### src/hw/rtl/padf_pkg.sv
// shared types and constants for the per-address report deadband filter
// no dependencies; used by padf_cell and the top level
`timescale 1ns / 1ps

package padf_pkg;

    localparam int DEFAULT_TABLE_ENTRIES = 16;

    localparam int ADDR_W = 48;
    localparam int STR_W = 8;
    localparam int TIME_W = 32;
    localparam int CFG_INDEX_W = 1;
    localparam int CFG_DATA_W = 32;

    localparam logic [CFG_INDEX_W-1:0] CFG_STRENGTH_DELTA = 1'b0;
    localparam logic [CFG_INDEX_W-1:0] CFG_HOLD_TIME_MS = 1'b1;

    localparam logic [STR_W-1:0] RESET_STRENGTH_DELTA = 8'd5;
    localparam logic [TIME_W-1:0] RESET_HOLD_TIME_MS = 32'd30000;

    typedef struct packed {
        logic [ADDR_W-1:0] device_address;
        logic signed [STR_W-1:0] signal_strength;
        logic [TIME_W-1:0] time_ms;
    } in_t;

    typedef struct packed {
        logic report;
        logic [ADDR_W-1:0] out_address;
        logic signed [STR_W-1:0] out_strength;
        logic was_known;
        logic evicted;
    } out_t;

    // sighting as it walks the chain of cells
    typedef struct packed {
        logic valid;
        in_t item;
        logic hit;
        logic report;
        logic free_found;
    } token_t;

    // table write broadcast to all cells
    typedef struct packed {
        logic en;
        in_t item;
    } wr_t;

endpackage

### src/hw/rtl/padf_cell.sv
// one table entry plus one stage of the sighting chain
// depends on padf_pkg
`timescale 1ns / 1ps

module padf_cell #(
    parameter int IDX_W = 4,
    parameter int INDEX = 0
) (
    input  logic clk,
    input  logic rst_n,
    input  logic adv,
    input  logic [padf_pkg::STR_W-1:0] strength_delta,
    input  logic [padf_pkg::TIME_W-1:0] hold_time_ms,
    input  padf_pkg::token_t tok_in,
    input  logic [IDX_W-1:0] hit_slot_in,
    input  logic [IDX_W-1:0] free_slot_in,
    output padf_pkg::token_t tok_out,
    output logic [IDX_W-1:0] hit_slot_out,
    output logic [IDX_W-1:0] free_slot_out,
    input  padf_pkg::wr_t wr,
    input  logic [IDX_W-1:0] wr_slot
);

    localparam logic [IDX_W-1:0] MY_SLOT = IDX_W'(INDEX);

    logic entry_valid_reg;
    logic [padf_pkg::ADDR_W-1:0] entry_address_reg;
    logic signed [padf_pkg::STR_W-1:0] entry_strength_reg;
    logic [padf_pkg::TIME_W-1:0] entry_time_reg;

    padf_pkg::token_t tok_reg;
    padf_pkg::token_t tok_next;
    logic [IDX_W-1:0] hit_slot_reg;
    logic [IDX_W-1:0] hit_slot_next;
    logic [IDX_W-1:0] free_slot_reg;
    logic [IDX_W-1:0] free_slot_next;

    logic match;
    logic [padf_pkg::STR_W:0] diff;
    logic [padf_pkg::STR_W-1:0] abs_diff;
    logic [padf_pkg::TIME_W-1:0] elapsed;
    logic quiet;
    logic write_me;

    assign match = entry_valid_reg
        && (entry_address_reg == tok_in.item.device_address);
    assign diff = {tok_in.item.signal_strength[padf_pkg::STR_W-1],
                   tok_in.item.signal_strength}
                - {entry_strength_reg[padf_pkg::STR_W-1], entry_strength_reg};
    assign abs_diff = diff[padf_pkg::STR_W] ? padf_pkg::STR_W'(-diff)
                                            : diff[padf_pkg::STR_W-1:0];
    assign elapsed = tok_in.item.time_ms - entry_time_reg;
    assign quiet = (abs_diff < strength_delta) && (elapsed < hold_time_ms);
    assign write_me = wr.en && (wr_slot == MY_SLOT);

    always_comb
    begin
        tok_next = tok_in;
        hit_slot_next = hit_slot_in;
        free_slot_next = free_slot_in;
        if (!tok_in.hit && match)
        begin
            tok_next.hit = 1'b1;
            tok_next.report = !quiet;
            hit_slot_next = MY_SLOT;
        end
        if (!tok_in.free_found && !entry_valid_reg)
        begin
            tok_next.free_found = 1'b1;
            free_slot_next = MY_SLOT;
        end
    end

    always_ff @(posedge clk or negedge rst_n)
    begin
        if (!rst_n)
        begin
            tok_reg <= '0;
            entry_valid_reg <= 1'b0;
        end
        else
        begin
            if (adv)
            begin
                tok_reg <= tok_next;
            end
            if (write_me)
            begin
                entry_valid_reg <= 1'b1;
            end
        end
    end

    always_ff @(posedge clk)
    begin
        if (adv)
        begin
            hit_slot_reg <= hit_slot_next;
            free_slot_reg <= free_slot_next;
        end
        if (write_me)
        begin
            entry_address_reg <= wr.item.device_address;
            entry_strength_reg <= wr.item.signal_strength;
            entry_time_reg <= wr.item.time_ms;
        end
    end

    assign tok_out = tok_reg;
    assign hit_slot_out = hit_slot_reg;
    assign free_slot_out = free_slot_reg;

endmodule

### config.mk
export PLATFORM = sky130hd
export DESIGN_NAME = padf_cell
export DESIGN_NICKNAME = d
export VERILOG_FILES = /design/src/hw/rtl/padf_pkg.sv /design/src/hw/rtl/padf_cell.sv
export SDC_FILE = /design/constraint.sdc
export NUM_CORES = 1
export LEC_CHECK = 0
export BUFFER_PORTS_ARGS = -buffer_cell sky130_fd_sc_hd__buf_2
export CAP_MARGIN = 20
export CELL_PAD_IN_SITES_DETAIL_PLACEMENT = 1
export CELL_PAD_IN_SITES_GLOBAL_PLACEMENT = 2
export CORE_ASPECT_RATIO = 0.75
export CORE_MARGIN = 2
export CORE_UTILIZATION = 36
export CTS_BUF_LIST = sky130_fd_sc_hd__clkbuf_8
export DETAILED_ROUTE_END_ITERATION = 10
export GPL_TIMING_DRIVEN = 0
export PLACE_DENSITY = 0.95
export SYNTH_ARGS = -nofsm -noshare
export SYNTH_HDL_FRONTEND = slang
export SYNTH_SLANG_ARGS = --single-unit
### constraint.sdc
create_clock -name clk -period 6.3 [get_ports clk]
set_input_delay 0.945 -clock clk [delete_from_list [all_inputs] [get_ports clk]]
set_output_delay 0.945 -clock clk [all_outputs]
set_load 0.005 [all_outputs]
==> key figures <==
Place
  – Gpl congestion: 0.832
  – Cell count after placement: about 1.5k
  – HPWL Detailed: between 20,000 and 30,000 um
  – Dpl cell area: roughly 12,000 sq um
  – Number of I/O port buffers: roughly 340

Clock network
  – Clk_lat worst skew: 480 ps
  – CTS root buffer: clkbuf_8
  – CTS buffer count: 17
  – Setup bufs post-CTS: 0
  – CTS resizes: 0
  – Cts hold-fix bufs: 0
  – Max Buffers Root-to-Sink: 2
  – TritonCTS clock tree: yes
  – H-tree depth: 4
  – Worst-path clk slew: 110 ps
  – TritonCTS Sinks: roughly 190

Setup path
  – Max FO, Critical Path: 7
  – Critical Path RT: 6660 ps
  – Worst Path Arrival: around 5400 ps
  – Worst setup EP type: flip-flop
  – Critical-path cell list: buf_2 -> inv_1 -> ha_1 -> inv_1 -> fa_1 -> a21o_1 -> a21oi_1 -> nor2b_1 -> o31a_1 -> nor4_1 -> a21oi_1 -> or3_1 -> nand2_1 -> ha_1 -> a21o_1 -> a211oi_1 -> o211ai_1 -> a221oi_1 -> o211ai_1 -> mux2_2 -> mux2_2
  – R2r setup slk: around 1600 ps
  – R2r startpoint: entry_time_reg[3]
  – Crit start category: input pin
  – CP max stage delay: about 470 ps
  – Crit path kind: input pin to flip-flop
  – Critical-path top delay cell: a211oi_1
  – FF-to-FF End: tok_out[1]
  – Reg2reg path depth: 19

Logic synthesis
  – Top-count cell post-synth: edfxtp_1
  – Top_reg_cell synth: edfxtp_1
  – Top post-synthesis cells by area: edfxtp_1 29%, dfrtp_1 23%, mux2_2 10%, ha_1 9.7%, inv_1 3.5%
  – Post-synth cell types: 57
  – Syn_area_per_cell: 12.2 sq um
  – Fraction of registers with async set/reset: 0.492
  – Post-synth top area share: 0.286
  – Syn. warnings: 0
  – Number of flops mapped to enable cells by yosys: 96
  – Synth top cells by count: 96 x edfxtp_1, 95 x inv_1, 93 x dfrtp_1, 92 x mux2_2, 78 x ha_1
  – Yosys reg bits: roughly 190
  – Syn nets: about 1.1k
  – Synthesized area: 10,100 sq um
  – Cells after Synth: 827
  – Biggest area consumer among synthesized cells: edfxtp_1
  – Register area share after synthesis: 0.517

Floorplanning
  – Initial Utilization: 0.369
  – Die footprint: around 29,000 sq um
  – Die width: about 200 um
  – # IOs: about 340
  – Die Ht: roughly 150 um
  – Row count: between 50 and 60
  – Core ar.: approximately 27,000 sq um

Timing
  – Tcrit/Tclk final: 0.794
  – Fin Hold WS: just over 500 ps
  – Skew final: between 15 and 20 ps
  – Max Clk Rate: between 0.15 and 0.2 GHz
  – Unrepaired setup endpoints after global routing: false
  – Max-slew headroom: 0.229
  – Total negative slack: 0 ps
  – Fin. max-slew vios: 0
  – Fin crit period: between 5000 and 6000 ps
  – Final Setup Violations: 0
  – Final Hold Vio Count: 0
  – Tightest Pin Transition: ~1100 ps

Route
  – Routed Antenna Nets: 0
  – Detail Route met3 WL: ~1900 um
  – Top Layer Used: met5
  – # DRC: 0
  – Vias post-DR: between 7k and 8k
  – Total wire length: ~31,000 um
  – 1st-pass router iterations: 6
  – Metal2 WL: between 15,000 and 20,000 um
  – Via-to-Cell Ratio: around 5.0
  – Wire length on met1: 13,800 um
  – Per-cell routed wire length: 20.3 um
  – First-iteration detailed-routing DRC count: 250

Worst hold path
  – Hold Path Origin: tok_out[32]
  – Hold Crit Endpoint: tok_out[32]
  – Hold path cells: 1
  – HP Class: flip-flop to flip-flop

Global route
  – GRT Total Usage: 0.213
  – GRT overflow: 0
  – Number of global-route vias before repair: 8,435
  – Largest net degree at the start of global routing: 62
  – Initial antenna violation count: 4
  – First-pass GRT wire length: roughly 47,000 um

Power and ir drop
  – Total Power: between 2 and 3 mW
  – Peak supply drop: 0.158 mV
  – Leak: 5.90 nW
  – Pwr per Cell Area: about 220 nW/um^2

Job
  – Max_cap viols: 0

Cells and area
  – Max reg flops: 92
  – Layout cells sized above 1: 0.398
  – Post-route insts no fill: ~1.6k
  – Area grow syn2layout: 25.8%
  – Fillers: approximately 3.1k
  – Final #Nets: roughly 1.5k
  – Design area: 12,700 sq um

Status
  – Status: complete, no violations
-- worst max-delay path, delay by kind of cell --
| family | cells | cell delay (ps) |
|---|---|---|
| buffers and inverters | 3 | 210 |
| adders and majority gates | 3 | 800 |
| and+or+nand+nor | 4 | 750 |
| muxes | 2 | 560 |
| AOI/OAI and AO/OA | 9 | 2090 |
-- worst max-delay path by stage --
stage,start,endpoint,cells after the start
2_1_floorplan,tok_in[35],tok_out[1],20
3_3_place_gp,tok_in[35],tok_out[1],21
3_5_place_dp,tok_in[35],tok_out[1],21
4_1_cts,tok_in[35],tok_out[1],21
5_1_grt,tok_in[35],tok_out[1],21
6_report,tok_in[35],tok_out[1],21
-- cells by family after synthesis --
kind of cell             count (synthesis)  synth area share
adder cells (fa/ha/maj)                 80             0.101
buffers and inverters                  107            0.0399
flip-flops                             189             0.517
multiplexers                            92             0.103
AO/OA/AOI/OAI                          146             0.100
AND/OR/NAND/NOR                        137            0.0726
XOR/XNOR                                76            0.0661
-- per-stage QoR --
stage / utilization / setup slack [ps]
after floorplan: - / 1640
after global placement: 0.447 / 823
after detailed placement: 0.449 / 807
after CTS: 0.464 / 1330
after global routing: 0.465 / 955
final: 0.465 / 1300
-- layout by cell type, fill, tap and decap left out, types with 6 or more instances in the layout --
master	synthesis	final
nor3_1	11	11
nand2_1	23	23
o21a_1	11	11
nand2b_1	8	8
buf_2	0	334
nand4_1	13	13
nor4_1	10	10
a21oi_1	44	44
ha_1	78	78
mux2_2	92	92
o211ai_1	6	6
nor2_1	26	26
xor2_1	39	39
inv_1	95	95
dfrtp_1	93	93
o21ai_0	17	17
edfxtp_1	96	96
nand3_1	9	9
clkbuf_1	9	9
a21o_1	24	24
nor2b_1	17	17
clkbuf_8	0	18
xnor2_1	37	37
-- routing by layer --
layer  global-route usage  vias up
met3               0.0574       31
met2                0.361      234
met5                    0        -
met4               0.0523        4
met1                0.272     3831
li1                     -     3699
-- report_power, final --
part           internal (mW)  switching [mW]
registers               1.38          0.0367
clock network          0.316           0.532
logic                  0.281           0.297
total                   1.97           0.866
-- cell type report --
cell class / count / area, sq um / share of cell area
timing repair buffer: 337 / 1730 / 0.137
clock inverter: 14 / 165 / 0.0130
clock buffer: 18 / 248 / 0.0195
inverter: 95 / 357 / 0.0281
sequential: 189 / 5210 / 0.411
antenna: 5 / 12.5 / 0.000987
buffer: 12 / 45.0 / 0.00355
tap: 351 / 439 / 0.0347
multi-input combinational: 531 / 4460 / 0.352
Power figures use the tool's default switching activity.
